$ cat src/hdl/cfbsx_pkg.sv
// ----------------------------------------------------------------------------
// cfbsx_pkg: shared types and constants of the command frame builder
// Holds the frame constants, the input action codes and the command record
// that travels from the front end to the back end through the queue.
// ----------------------------------------------------------------------------
package cfbsx_pkg;

    // Fixed frame bytes
    localparam logic [7:0] FRAME_HEAD = 8'h79;
    localparam logic [7:0] FRAME_MARK = 8'h58;

    // Input action codes
    localparam logic ACT_START = 1'b0;
    localparam logic ACT_DATA  = 1'b1;

    // Command record: a frame start or one payload byte
    typedef struct packed {
        logic        is_start;  // 1 = start frame, 0 = payload byte
        logic        last;      // payload byte closes the frame
        logic [7:0]  value;     // command code on start, payload byte otherwise
        logic [15:0] len;       // payload length, start only
    } t_cmd;

endpackage

$ cat src/hdl/cfbsx_front.sv
// ----------------------------------------------------------------------------
// cfbsx_front: input front end
// Accepts input transactions, tracks the open frame and the payload bytes
// still expected, drops stray payload bytes and queues start and data
// commands for the back end.
// ----------------------------------------------------------------------------
module cfbsx_front (
    input  logic                i_clk,
    input  logic                i_rst_n,
    input  logic                i_push,
    input  logic                i_action,
    input  logic [7:0]          i_command,
    input  logic [15:0]         i_payload_length,
    input  logic [7:0]          i_data_byte,
    input  logic                i_q_full,
    output logic                o_q_push,
    output cfbsx_pkg::t_cmd     o_q_cmd
);

    logic        r_open;
    logic        n_open;
    logic [15:0] r_left;
    logic [15:0] n_left;
    logic        accept;
    logic        is_start;

    assign accept   = i_push && !i_q_full;
    assign is_start = (i_action == cfbsx_pkg::ACT_START);

    // Classify the transaction: starts always queue, data only inside a frame
    always_comb begin
        n_open   = r_open;
        n_left   = r_left;
        o_q_push = 1'b0;
        o_q_cmd.is_start = is_start;
        o_q_cmd.last     = (r_left == 16'd1);
        o_q_cmd.value    = is_start ? i_command : i_data_byte;
        o_q_cmd.len      = i_payload_length;
        if (accept) begin
            if (is_start) begin
                o_q_push = 1'b1;
                n_left   = i_payload_length;
                n_open   = (i_payload_length != 16'd0);
            end else if (r_open) begin
                o_q_push = 1'b1;
                n_left   = r_left - 16'd1;
                if (r_left == 16'd1) begin
                    n_open = 1'b0;
                end
            end
        end
    end

    // Frame tracking state
    always_ff @(posedge i_clk) begin
        if (!i_rst_n) begin
            r_open <= 1'b0;
            r_left <= 16'd0;
        end else begin
            r_open <= n_open;
            r_left <= n_left;
        end
    end

endmodule

$ cat src/hdl/cfbsx_queue.sv
// ----------------------------------------------------------------------------
// cfbsx_queue: command queue between front and back end
// Small first-in first-out buffer of command records.
// ----------------------------------------------------------------------------
module cfbsx_queue #(
    parameter int DEPTH = 4
) (
    input  logic                i_clk,
    input  logic                i_rst_n,
    input  logic                i_push,
    input  cfbsx_pkg::t_cmd     i_wdata,
    input  logic                i_pop,
    output logic                o_full,
    output logic                o_empty,
    output cfbsx_pkg::t_cmd     o_rdata
);

    localparam int PW = (DEPTH > 1) ? $clog2(DEPTH) : 1;
    localparam int CW = $clog2(DEPTH + 1);

    cfbsx_pkg::t_cmd r_mem [DEPTH];
    logic [PW-1:0]   r_wr;
    logic [PW-1:0]   r_rd;
    logic [CW-1:0]   r_cnt;
    logic            do_push;
    logic            do_pop;

    assign o_full  = (r_cnt == CW'(DEPTH));
    assign o_empty = (r_cnt == '0);
    assign do_push = i_push && !o_full;
    assign do_pop  = i_pop && !o_empty;
    assign o_rdata = r_mem[r_rd];

    // Pointers and fill count
    always_ff @(posedge i_clk) begin
        if (!i_rst_n) begin
            r_wr  <= '0;
            r_rd  <= '0;
            r_cnt <= '0;
        end else begin
            if (do_push) begin
                r_wr <= (r_wr == PW'(DEPTH - 1)) ? '0 : r_wr + PW'(1);
            end
            if (do_pop) begin
                r_rd <= (r_rd == PW'(DEPTH - 1)) ? '0 : r_rd + PW'(1);
            end
            if (do_push && !do_pop) begin
                r_cnt <= r_cnt + CW'(1);
            end else if (do_pop && !do_push) begin
                r_cnt <= r_cnt - CW'(1);
            end
        end
    end

    // Storage
    always_ff @(posedge i_clk) begin
        if (do_push) begin
            r_mem[r_wr] <= i_wdata;
        end
    end

endmodule

$ cat src/hdl/cfbsx_back.sv
// ----------------------------------------------------------------------------
// cfbsx_back: frame byte sequencer
// Expands queued commands into frame bytes: header on start, echo on data,
// sum and XOR trailer at frame end. Keeps the running checks and drives the
// output register.
// ----------------------------------------------------------------------------
module cfbsx_back (
    input  logic                i_clk,
    input  logic                i_rst_n,
    input  logic                i_q_empty,
    input  cfbsx_pkg::t_cmd     i_q_cmd,
    output logic                o_q_pop,
    input  logic                i_pop,
    output logic                o_empty,
    output logic [7:0]          o_out_byte,
    output logic                o_frame_end
);

    typedef enum logic [6:0] {
        B_FETCH = 7'b0000001,
        B_LLO   = 7'b0000010,
        B_LHI   = 7'b0000100,
        B_MARK  = 7'b0001000,
        B_CMD   = 7'b0010000,
        B_SUM   = 7'b0100000,
        B_XOR   = 7'b1000000
    } t_bstate;

    t_bstate     r_state;
    t_bstate     n_state;
    logic [7:0]  r_sum;
    logic [7:0]  n_sum;
    logic [7:0]  r_xor;
    logic [7:0]  n_xor;
    logic [15:0] r_len;
    logic [7:0]  r_cmd;
    logic        r_out_valid;
    logic [7:0]  r_out_byte;
    logic        r_out_end;
    logic        can_emit;
    logic        emit;
    logic        checked;
    logic        latch;
    logic [7:0]  emit_byte;
    logic        emit_end;

    // Output register takes a new byte when empty or being drained
    assign can_emit    = !r_out_valid || i_pop;
    assign o_empty     = !r_out_valid;
    assign o_out_byte  = r_out_byte;
    assign o_frame_end = r_out_end;

    // Sequencer: one frame byte per cycle while the output register can take one
    always_comb begin
        n_state   = r_state;
        emit      = 1'b0;
        checked   = 1'b0;
        latch     = 1'b0;
        emit_byte = 8'h00;
        emit_end  = 1'b0;
        o_q_pop   = 1'b0;
        if (can_emit) begin
            case (r_state)
                B_FETCH: begin
                    if (!i_q_empty) begin
                        o_q_pop = 1'b1;
                        emit    = 1'b1;
                        if (i_q_cmd.is_start) begin
                            latch     = 1'b1;
                            emit_byte = cfbsx_pkg::FRAME_HEAD;
                            n_state   = B_LLO;
                        end else begin
                            checked   = 1'b1;
                            emit_byte = i_q_cmd.value;
                            if (i_q_cmd.last) begin
                                n_state = B_SUM;
                            end
                        end
                    end
                end
                B_LLO: begin
                    emit      = 1'b1;
                    checked   = 1'b1;
                    emit_byte = r_len[7:0];
                    n_state   = B_LHI;
                end
                B_LHI: begin
                    emit      = 1'b1;
                    checked   = 1'b1;
                    emit_byte = r_len[15:8];
                    n_state   = B_MARK;
                end
                B_MARK: begin
                    emit      = 1'b1;
                    checked   = 1'b1;
                    emit_byte = cfbsx_pkg::FRAME_MARK;
                    n_state   = B_CMD;
                end
                B_CMD: begin
                    emit      = 1'b1;
                    checked   = 1'b1;
                    emit_byte = r_cmd;
                    n_state   = (r_len == 16'd0) ? B_SUM : B_FETCH;
                end
                B_SUM: begin
                    emit      = 1'b1;
                    emit_byte = r_sum;
                    n_state   = B_XOR;
                end
                B_XOR: begin
                    emit      = 1'b1;
                    emit_byte = r_xor;
                    emit_end  = 1'b1;
                    n_state   = B_FETCH;
                end
                default: begin
                    n_state = B_FETCH;
                end
            endcase
        end
    end

    // Running checks, cleared by a frame start
    always_comb begin
        n_sum = r_sum;
        n_xor = r_xor;
        if (latch) begin
            n_sum = 8'h00;
            n_xor = 8'h00;
        end else if (checked) begin
            n_sum = r_sum + emit_byte;
            n_xor = r_xor ^ emit_byte;
        end
    end

    // Control state
    always_ff @(posedge i_clk) begin
        if (!i_rst_n) begin
            r_state     <= B_FETCH;
            r_sum       <= 8'h00;
            r_xor       <= 8'h00;
            r_out_valid <= 1'b0;
        end else begin
            r_state <= n_state;
            r_sum   <= n_sum;
            r_xor   <= n_xor;
            if (emit) begin
                r_out_valid <= 1'b1;
            end else if (i_pop) begin
                r_out_valid <= 1'b0;
            end
        end
    end

    // Payload registers
    always_ff @(posedge i_clk) begin
        if (latch) begin
            r_len <= i_q_cmd.len;
            r_cmd <= i_q_cmd.value;
        end
        if (emit) begin
            r_out_byte <= emit_byte;
            r_out_end  <= emit_end;
        end
    end

endmodule

$ cat src/hdl/command_frame_builder_sum_xor.sv
// ----------------------------------------------------------------------------
// command_frame_builder_sum_xor: serial command frame builder
// Builds frames of 0x79, length low/high, 0x58, command, payload bytes,
// 8-bit sum and 8-bit XOR over every byte after 0x79.
// ----------------------------------------------------------------------------
//  channel   | direction | handshake          | payload
//  ----------+-----------+--------------------+-----------------------------------
//  input     | in        | i_push / o_full    | i_action, i_command,
//            |           |                    | i_payload_length, i_data_byte
//  result    | out       | o_empty / i_pop    | o_out_byte, o_frame_end
//
//  Unless the result stalls, the back end emits one frame byte per cycle; a start
//  gives header, length, mark and command bytes (and the trailer with an empty
//  payload), a closing payload byte also the trailer. The queue absorbs input
//  during header and trailer bursts; o_full rises only once it holds QUEUE_DEPTH
//  commands. Reset is synchronous and clears the frame state, queue and output
//  register. A stalled result holds its byte; the queue takes input until full.
// ----------------------------------------------------------------------------
module command_frame_builder_sum_xor #(
    parameter int QUEUE_DEPTH = 4
) (
    input  logic        i_clk,
    input  logic        i_rst_n,
    input  logic        i_push,
    output logic        o_full,
    input  logic        i_action,
    input  logic [7:0]  i_command,
    input  logic [15:0] i_payload_length,
    input  logic [7:0]  i_data_byte,
    output logic        o_empty,
    input  logic        i_pop,
    output logic [7:0]  o_out_byte,
    output logic        o_frame_end
);

    cfbsx_pkg::t_cmd wr_cmd;
    cfbsx_pkg::t_cmd rd_cmd;
    logic            q_push;
    logic            q_pop;
    logic            q_full;
    logic            q_empty;

    assign o_full = q_full;

    // Front end: accept and classify
    cfbsx_front u_front (
        .i_clk            (i_clk),
        .i_rst_n          (i_rst_n),
        .i_push           (i_push),
        .i_action         (i_action),
        .i_command        (i_command),
        .i_payload_length (i_payload_length),
        .i_data_byte      (i_data_byte),
        .i_q_full         (q_full),
        .o_q_push         (q_push),
        .o_q_cmd          (wr_cmd)
    );

    // Command queue
    cfbsx_queue #(
        .DEPTH (QUEUE_DEPTH)
    ) u_queue (
        .i_clk   (i_clk),
        .i_rst_n (i_rst_n),
        .i_push  (q_push),
        .i_wdata (wr_cmd),
        .i_pop   (q_pop),
        .o_full  (q_full),
        .o_empty (q_empty),
        .o_rdata (rd_cmd)
    );

    // Back end: byte sequencer and output register
    cfbsx_back u_back (
        .i_clk       (i_clk),
        .i_rst_n     (i_rst_n),
        .i_q_empty   (q_empty),
        .i_q_cmd     (rd_cmd),
        .o_q_pop     (q_pop),
        .i_pop       (i_pop),
        .o_empty     (o_empty),
        .o_out_byte  (o_out_byte),
        .o_frame_end (o_frame_end)
    );

endmodule
$ cat config.mk
export PLATFORM = sky130hd
export DESIGN_NAME = command_frame_builder_sum_xor
export DESIGN_NICKNAME = d
export VERILOG_FILES = /design/src/hdl/cfbsx_pkg.sv /design/src/hdl/cfbsx_front.sv /design/src/hdl/cfbsx_queue.sv /design/src/hdl/cfbsx_back.sv /design/src/hdl/command_frame_builder_sum_xor.sv
export SDC_FILE = /design/constraint.sdc
export NUM_CORES = 1
export LEC_CHECK = 0
export BUFFER_PORTS_ARGS = -buffer_cell sky130_fd_sc_hd__buf_4
export CORE_MARGIN = 2
export CORE_UTILIZATION = 30
export DETAILED_ROUTE_END_ITERATION = 7
export PLACE_DENSITY = 0.52
export SLEW_MARGIN = 15
export SYNTH_ARGS = -nofsm -noshare
export SYNTH_HDL_FRONTEND = slang
export SYNTH_HIERARCHICAL = 1
export SYNTH_SLANG_ARGS = --single-unit
$ cat constraint.sdc
create_clock -name i_clk -period 10.8 [get_ports i_clk]
set_clock_uncertainty 0.05 [all_clocks]
set_input_delay 0 -clock i_clk [delete_from_list [all_inputs] [get_ports i_clk]]
set_output_delay 0 -clock i_clk [all_outputs]
set_load 0.005 [all_outputs]
* Word level (Yosys, flattened, before mapping) *
Memory sizes are Yosys's and may differ from the RTL's. A register that Yosys moved wholly into a read port is not among the register bits.
Cells that the tools add are included.

word-level totals
  register bits = 81
  latch bits = 0
  RAM bits = 104
  ROM bits = 0
  bits of input ports = 37
  output and inout port bits = 11
  word-level logic and storage cells = 100
  memories = 1

operators by class
  add/sub/neg operators = 6
  $mul = 0
  divide/modulo/power cells = 0
  magnitude comparators = 0
  eq/ne operators = 14
  shifts and indexed selects = 0
  mux-type cells = 42
  bitwise logic cells = 3
  reductions and logical operators = 21

memory list
  name           depth  width  read ports  clocked after Yosys merged registers in  wr ports  line               text
  u_queue.r_mem  4      26     1           1                                        1         cfbsx_queue.sv:21  cfbsx_pkg::t_cmd r_mem [DEPTH];

operator list
  cell                                                                   number
  8-bit one-hot mux with 7 select lines                                  1
  7-bit one-hot mux with 6 select lines                                  1
  16-bit 2-to-1 mux                                                      2
  8-bit 2-to-1 mux                                                       4
  1-bit 2-to-1 mux                                                       22
  7-bit 2-to-1 mux                                                       3
  16-bit by 1-bit == test with 1-bit output (second input constant)      1
  16-bit zero test                                                       1
  16-bit nonzero test                                                    1
  16-bit by 1-bit subtractor with 16-bit output (second input constant)  1
  8-bit adder                                                            1
  2-bit 2-to-1 mux                                                       4
  8-bit XOR                                                              1
  7-bit by 1-bit == test with 1-bit output (second input constant)       1
  7-bit by 2-bit == test with 1-bit output (second input constant)       1
  7-bit by 3-bit == test with 1-bit output (second input constant)       1
  7-bit by 4-bit == test with 1-bit output (second input constant)       1
  7-bit by 5-bit == test with 1-bit output (second input constant)       1
  7-bit by 6-bit == test with 1-bit output (second input constant)       1
  7-bit == test (second input constant)                                  1
  3-bit 2-to-1 mux                                                       2
  6-bit 2-to-1 mux                                                       1
  6-bit OR reduction                                                     1
  1-bit logical AND                                                      5
  18 further kinds                                                       27

* Logic depth before layout (Yosys ltp) *
Gate-level depths: netlist (run 1).

  depth in word-level cells = 9
  gate-level depth with buffers = 17
  mapped depth without buffers = 15

* Modules after synthesis *
Netlist (run 1), hierarchy kept.

by module, submodules not included
  module       times used  cells each  area an instance (um2)  sequential area each (um2)
  cfbsx_queue  1           187         4277.9                  3303.2
  cfbsx_back   1           290         3012.9                  1471.4
  cfbsx_front  1           178         1410.1                  340.3

* Worst setup path after synthesis (run 1) *
No wires, ideal clock.

  path type = reg-to-reg
  from = register with a tool-made name
  to = register u_back.r_sum[7]
  library setup time = 0.121 ns
  arrival time = 3.389 ns
  required time = 10.629 ns
  setup slack = 7.240 ns
  stages on the path, launching flop included = 16
  buffers on the path = 3
  period minus slack after synthesis = 3.560 ns
  path through = dfxtp_1 buf_6 buf_12 mux4_2 clkbuf_1 and4b_1 o2bb2ai_1 a21oi_1 nor2_1 ha_1 a21oi_1 o211ai_1 o41a_1 and3_1 o21a_1 mux2_4

RTL lines
  item                    line               text
  end signal: assignment  cfbsx_back.sv:145  r_sum <= n_sum;
  end: declaration        cfbsx_back.sv:31   logic [7:0] r_sum;

==> results.json, run 1 <==
{
  "critPathBufInv": 0,
  "drc": 0,
  "core_area_um2": 28630,
  "hold_slack_ns": 0.01474,
  "fin_nets": 765,
  "final.min_clock_period_ns": 4.352,
  "maxCapViolCount": 0,
  "antenna_cells": 0,
  "required_ns": 11.09,
  "worstPathMaxFanout": 26,
  "dieArea_um2": 30380,
  "placed_cell_area_um2": 9265,
  "totalWireLength_um": 20150,
  "synthesis.area_um2": 8701,
  "antenna_left": 0,
  "synth_compound_area_frac": 0.1097,
  "yosys_warnings": 6,
  "maxSlewHeadroom": 0.3278,
  "design_area_um2": 10210,
  "synthArstFlopShare": 0,
  "hold_viol_final": 0,
  "via_per_inst": 5.085,
  "cts_resized": 0,
  "cts.sinks": 187,
  "cts_buffers": 17,
  "drive_gt1_frac": 0.1920,
  "dieWidth_um": 174.3,
  "rsz0062_at_grt": "no",
  "drt-wirelength-per-cell_um": 18.19,
  "fmax_ghz": 0.2298,
  "start_util": 0.3040,
  "ir_drop_mv": 0.1085,
  "dr.pass1.iters": 5,
  "synth.net_count": 709,
  "finalWeightedCongestion": 0.8272,
  "yosysMostFrequentCell": "edfxtp_1",
  "fin_cells": 1108,
  "criticalPathCategory": "flop to flop",
  "track_usage": 0.1375,
  "dp_cells": 1042,
  "post_cts_buffers": 0,
  "vias": 5634,
  "synth_cell_types": 84,
  "clock_latency_ns": 0.45,
  "grt_pass1_wl_um": 31640,
  "cp-end-kind": "flop",
  "slowest_stage": "dfxtp_2",
  "synth.area.mux_share": 0.09261,
  "gr-total-overflow": 0,
  "crit_chain": "mux4_2, or2_2, a222oi_1, o22a_1, nor2_1, ha_1, nor3_1, nor2_1, o41a_1, and3_1, o21a_1, mux2_4",
  "synth-seq-cells": 187,
  "synth_xor_area_frac": 0.006040,
  "synth_common_cells": "edfxtp_1 (137), dfxtp_1 (50), nand2_1 (36)",
  "slowest_delay_ns": 0.96,
  "ios": 48,
  "cts_tree": "built",
  "grt_max_degree": 40,
  "synthFlopType": "edfxtp_1",
  "yosysTopAreaCell": "edfxtp_1",
  "final_max_slew_viol_count": 0,
  "synth_top_family_by_area": "simple AND/OR/NAND/NOR gates",
  "yosys.area_share.simple": 0.1352,
  "hold_buffers": 34,
  "first_global_vias": 5508,
  "dp_hpwl_um": 13480,
  "synth_enable_flop_cells": 137,
  "hold_path_class": "input port to flop",
  "setup_viol": 0,
  "final_util": 0.3567,
  "port_buffers": 47,
  "crit_top_cell": "nor2_1",
  "synth_adder_area_share": 0.02617,
  "synth_area_leaders": "edfxtp_1 (47%), dfxtp_1 (12%), mux4_2 (5.2%)",
  "yosysSeqAreaShare": 0.5879,
  "cpLargestDelayFamily": "multiplexers",
  "fin_tns_setup_ns": 0,
  "first_iter_violations": 414,
  "outcome": "finished clean",
  "power_density_nw_per_um2": 218.9,
  "antenna_found_initial": 0,
  "fp.dieH_um": 174.3,
  "fp-row-count": 62,
  "clockBufferDepth": 2,
  "htree_levels": 4,
  "syn_inst": 655,
  "power.static_leakage_uw": 0.003456,
  "critPathLaunchType": "flop",
  "layout_worst_path_cycle_share": 0.4030,
  "nFillCells": 2781,
  "area_growth_pct": 17.36,
  "synth_top_area_share": 0.4728,
  "worstMarginPinSlew_ns": 0.9828,
  "worstPathArrival_ns": 4.64,
  "clk_pin_slew_ns": 0.08,
  "cts_root_buffer": "clkbuf_16",
  "avgSynthCellArea_um2": 13.28
}
## through the flow
| step | power (µW) | worst slack [ns] |
|---|---|---|
| after global placement | 1598 | 6.495 |
| after CTS | 2258 | 6.414 |
| after floorplan | 1424 | 7.240 |
| after global routing | 2353 | 6.130 |
| final | 2235 | 6.448 |
| after detailed placement | 1601 | 6.453 |
## placed cells by master (no fill, tap or decap), types with 9 or more instances in the layout
master         Yosys  routed
mux4_2            20      20
dlygate4sd3_1      0      34
a21boi_0          10      10
a21oi_1           29      29
nor4_1            13      13
nor2b_1           16      16
or3_1             12      12
edfxtp_1         137     137
buf_4             18      51
nor2_1            31      31
dfxtp_1           50      49
mux2_2             9       9
inv_1             17      17
o21ai_0           26      26
nand3_1           18      18
ha_1              15      15
nand2_1           36      36
clkbuf_16          0      17
## path summary, 6_finish.rpt
kind | startpoint | end | slack, ns | depth (start not counted)
setup reg to reg | flop | u_back/r_sum[7] | 6.45 | 12
setup / recovery | flop | u_back/r_sum[7] | 6.45 | 12
hold reg to reg | u_back/r_xor[3] | u_back/r_xor[3] | 0.45 | 2
hold / removal | i_push | u_front/r_left[3] | 0.01 | 4
## layout make-up
cell class	count	area (µm²)	area share
Sequential cell	187	5116	0.5010
Multi-Input combinational cell	403	3222	0.3155
Timing Repair Buffer	85	723.2	0.07082
Tap cell	384	480.5	0.04705
Clock buffer	18	429.2	0.04203
Clock inverter	14	176.4	0.01728
Inverter	17	63.81	0.006249
## kinds of logic (layout without fill, tap and decap cells)
family | Yosys count | after routing
AO/OA/AOI/OAI | 137 | 137
XOR/XNOR | 6 | 6
adder cells (fa/ha/maj) | 17 | 17
buffers and inverters | 65 | 134
flip-flops | 187 | 187
multiplexers | 44 | 44
AND/OR/NAND/NOR | 199 | 199
## metal layers
metal | part of all wire | wire (µm) | GRT usage | up-vias
li1 | - | - | - | 2663
met1 | 0.45 | 8967 | 0.1749 | 2818
met2 | 0.49 | 9907 | 0.2288 | 130
met3 | 0.045 | 901 | 0.03543 | 23
met4 | 0.019 | 374 | 0.04412 | 0
met5 | 0 | 0 | 0 | -
## sequential cells by signal, summed over array words and instances, names as in the netlist, named ones only
name and count:
u_back/o_out_byte 8, u_queue/r_rd 2, u_back/r_len 16, u_front/r_open 1, u_back/r_out_valid 1, u_back/r_cmd 8
u_back/o_frame_end 1, u_front/r_left 16, u_back/r_xor 8, u_back/r_state 7, u_back/r_sum 8, u_queue/r_mem 104
u_queue/r_cnt 3, u_queue/r_wr 2
## power breakdown
part,switching (µW),internal [µW],total [µW]
sequential,97.6,913,1010
combinational,323,259,582
clock,310,333,643
total,730,1500,2240
## worst min-delay path, delay by kind of cell
family	cells	cell delay, ns
AO/OA/AOI/OAI	2	0.22
buffers and inverters	1	0.09
AND/OR/NAND/NOR	1	0.14
No activity file was read; power rests on OpenSTA's default activity.
==> inputs of run 2 (changes only) <==
--- a/config.mk
+++ b/config.mk
@@ -5,6 +5,7 @@
 export SDC_FILE = /design/constraint.sdc
 export NUM_CORES = 1
 export LEC_CHECK = 0
+export ABC_AREA = 1
 export BUFFER_PORTS_ARGS = -buffer_cell sky130_fd_sc_hd__buf_4
 export CORE_MARGIN = 2
 export CORE_UTILIZATION = 30
==> constraint.sdc (replaced) <==
create_clock -name i_clk -period 4.1 [get_ports i_clk]
set_clock_uncertainty 0.05 [all_clocks]
set_input_delay 0 -clock i_clk [delete_from_list [all_inputs] [get_ports i_clk]]
set_output_delay 0 -clock i_clk [all_outputs]
set_load 0.005 [all_outputs]
==> run 2 against run 1 <==
Via count up 16%. Largest cell class unchanged. Sequential cell count unchanged. Sequential share of layout area is 1.2 points lower. Routed wire length rose by 3.7%. Sequential power rose to 2.6 times the previous value. Clock power is 140% higher. Critical path type unchanged. Critical path depth is 7 higher. Utilization down 0.18 points. Setup slack got worse by 5.6 ns. Clock-buffer cell count unchanged.
==> results.json, run 2 <==
{
  "outcome": "finished clean",
  "critPathLaunchType": "flop",
  "required_ns": 4.38,
  "fin_tns_setup_ns": 0,
  "track_usage": 0.1385,
  "synthArstFlopShare": 0,
  "synth_common_cells": "nand2_1 (192), nor2_1 (149), edfxtp_1 (137)",
  "hold_path_class": "input port to flop",
  "drive_gt1_frac": 0.1385,
  "final_max_slew_viol_count": 0,
  "maxSlewHeadroom": 0.3892,
  "start_util": 0.3031,
  "combPwrFrac": 0.339,
  "rsz0062_at_grt": "no",
  "maxCapViolCount": 0,
  "met2_usage": 0.2324,
  "drt-wirelength-per-cell_um": 14.62,
  "antenna_found_initial": 0,
  "hold_viol_final": 0,
  "grt_pass1_wl_um": 33840,
  "nFillCells": 3070,
  "layout_commonest_cell": "nand2_1",
  "yosysSeqAreaShare": 0.5725,
  "power_density_nw_per_um2": 605.9,
  "core_area_um2": 29480,
  "clock_latency_ns": 0.43,
  "power.static_leakage_uw": 0.004115,
  "clockBufferDepth": 2,
  "first_iter_violations": 424,
  "finalWeightedCongestion": 0.8285,
  "pre_cts_ws_ns": 0.8197,
  "final_cell_mix": "nand2_1 (192), nor2_1 (145), edfxtp_1 (137)",
  "layout_worst_path_cycle_share": 0.7954,
  "cp-end-kind": "flop",
  "pwr-share-seq": 0.415,
  "hold_buffers": 35,
  "setup_ws_ns": 0.8387,
  "avgSynthCellArea_um2": 9.288,
  "area_growth_pct": 17.11,
  "p_int_uw": 3960,
  "grt_busiest_layer": "met2",
  "post_cts_buffers": 0,
  "cts_tree": "built",
  "cts.sinks": 187,
  "synth_cell_types": 42,
  "fin_nets": 1081,
  "p_switching_uw": 2380,
  "via_per_inst": 4.573,
  "cts_buffers": 17,
  "yosysTopAreaCell": "edfxtp_1",
  "gr-total-overflow": 0,
  "reg.largest.list": "u_queue/r_mem (104), u_back/r_len (16), u_front/r_left (16)",
  "multiInputGateArea_um2": 3127,
  "dr.pass1.iters": 4,
  "syn_inst": 962,
  "yosysMostFrequentCell": "nand2_1",
  "fp.dieH_um": 176.6,
  "synth_top_area_share": 0.4604,
  "p_sw_frac": 0.3754,
  "dp_hpwl_um": 14450,
  "port_buffers": 47,
  "synthesis.area_um2": 8935,
  "hold_slack_ns": 0.04979,
  "drc": 0,
  "grt_use_met1": 0.1887,
  "vias": 6539,
  "dieWidth_um": 176.6,
  "final_util": 0.3549,
  "largest-register": "u_queue/r_mem",
  "clk_pin_slew_ns": 0.08,
  "worstMarginPinSlew_ns": 0.9152,
  "setup_viol": 0,
  "dieArea_um2": 31180,
  "ios": 48,
  "worstPathArrival_ns": 3.54,
  "gr-usage-met3": 0.02347,
  "fmax_ghz": 0.3066,
  "antenna_left": 0,
  "criticalPathCategory": "flop to flop",
  "ir_drop_mv": 0.2748,
  "final.min_clock_period_ns": 3.261,
  "regArea_um2": 5115,
  "largest_reg_flops": 104,
  "synth_enable_flop_cells": 137,
  "power.total_uw": 6340,
  "synth_area_leaders": "edfxtp_1 (46%), dfxtp_1 (11%), nand2_1 (8.1%)",
  "synth-seq-cells": 187,
  "yosys_warnings": 6,
  "antenna_cells": 0,
  "grt_max_degree": 30,
  "worstPathMaxFanout": 24,
  "first_global_vias": 6426,
  "htree_levels": 4,
  "cts_root_buffer": "clkbuf_16",
  "fp-row-count": 63,
  "clkPwrFrac": 0.246,
  "cts_resized": 0,
  "totalWireLength_um": 20910,
  "synth.net_count": 1016,
  "synthFlopType": "edfxtp_1"
}
-- run 2: layout make-up --
class                           count  share of cell area
Sequential cell                   187              0.4888
Multi-Input combinational cell    627              0.2988
Tap cell                          390             0.04663
Clock inverter                     14             0.01244
Clock buffer                       18             0.04101
Inverter                          101             0.03719
Timing Repair Buffer               93             0.07509
-- run 2: path summary, 6_finish.rpt --
check,startpoint,endpoint,depth (start not counted),slack [ns]
setup / recovery,flop,u_back/r_sum[7],19,0.84
hold / removal,i_pop,u_back/o_frame_end,4,0.05
setup reg to reg,flop,u_back/r_sum[7],19,0.84
hold reg to reg,u_back/r_sum[0],u_back/r_sum[0],2,0.44
-- run 2: cell families (layout without fill, tap and decap cells) --
logic type / after synthesis / after routing / synth area share
adders and majority gates: 17 / 17 / 0.02549
DFF: 187 / 187 / 0.5725
AOI/OAI and AO/OA: 170 / 170 / 0.1085
buffers and inverters: 148 / 226 / 0.07940
xor gates and xnor gates: 5 / 5 / 0.004901
and+or+nand+nor: 435 / 435 / 0.2092
-- run 2: layer usage --
| layer | up-vias | share of wire |
|---|---|---|
| li1 | 3348 | - |
| met1 | 3064 | 0.47 |
| met2 | 116 | 0.49 |
| met3 | 11 | 0.033 |
| met4 | 0 | 0.0057 |
| met5 | - | 0 |
-- run 2: power by group through the flow --
stage          Combinational, µW  Clock, µW  Sequential, µW
2_1_floorplan               1580          0            2620
3_3_place_gp                2100          0            2670
3_5_place_dp                2130          0            2680
4_1_cts                     2170       1610            2640
5_1_grt                     2440       1680            2670
6_report                    2150       1560            2630
-- run 2: through the flow --
stage	area [µm²]	cells
2_1_floorplan	8935	962
3_3_place_gp	9548	1363
3_5_place_dp	9554	1363
4_1_cts	10460	1430
5_1_grt	10460	1430
6_report	10460	1430
-- run 2: worst max-delay path, stage by stage, from the launching register on --
cell,delay [ns]
dfxtp_1,0.53
buf_4,0.31
buf_4,0.30
o21ai_0,0.13
o22ai_1,0.25
inv_1,0.06
nor2_1,0.10
nor2_1,0.07
a21oi_1,0.23
ha_1,0.33
a21oi_1,0.15
nand2_1,0.11
nand2_1,0.07
o211ai_1,0.10
inv_1,0.07
nand2_1,0.05
nand2_1,0.08
nand3_1,0.07
nand2_1,0.06
nor2_1,0.04
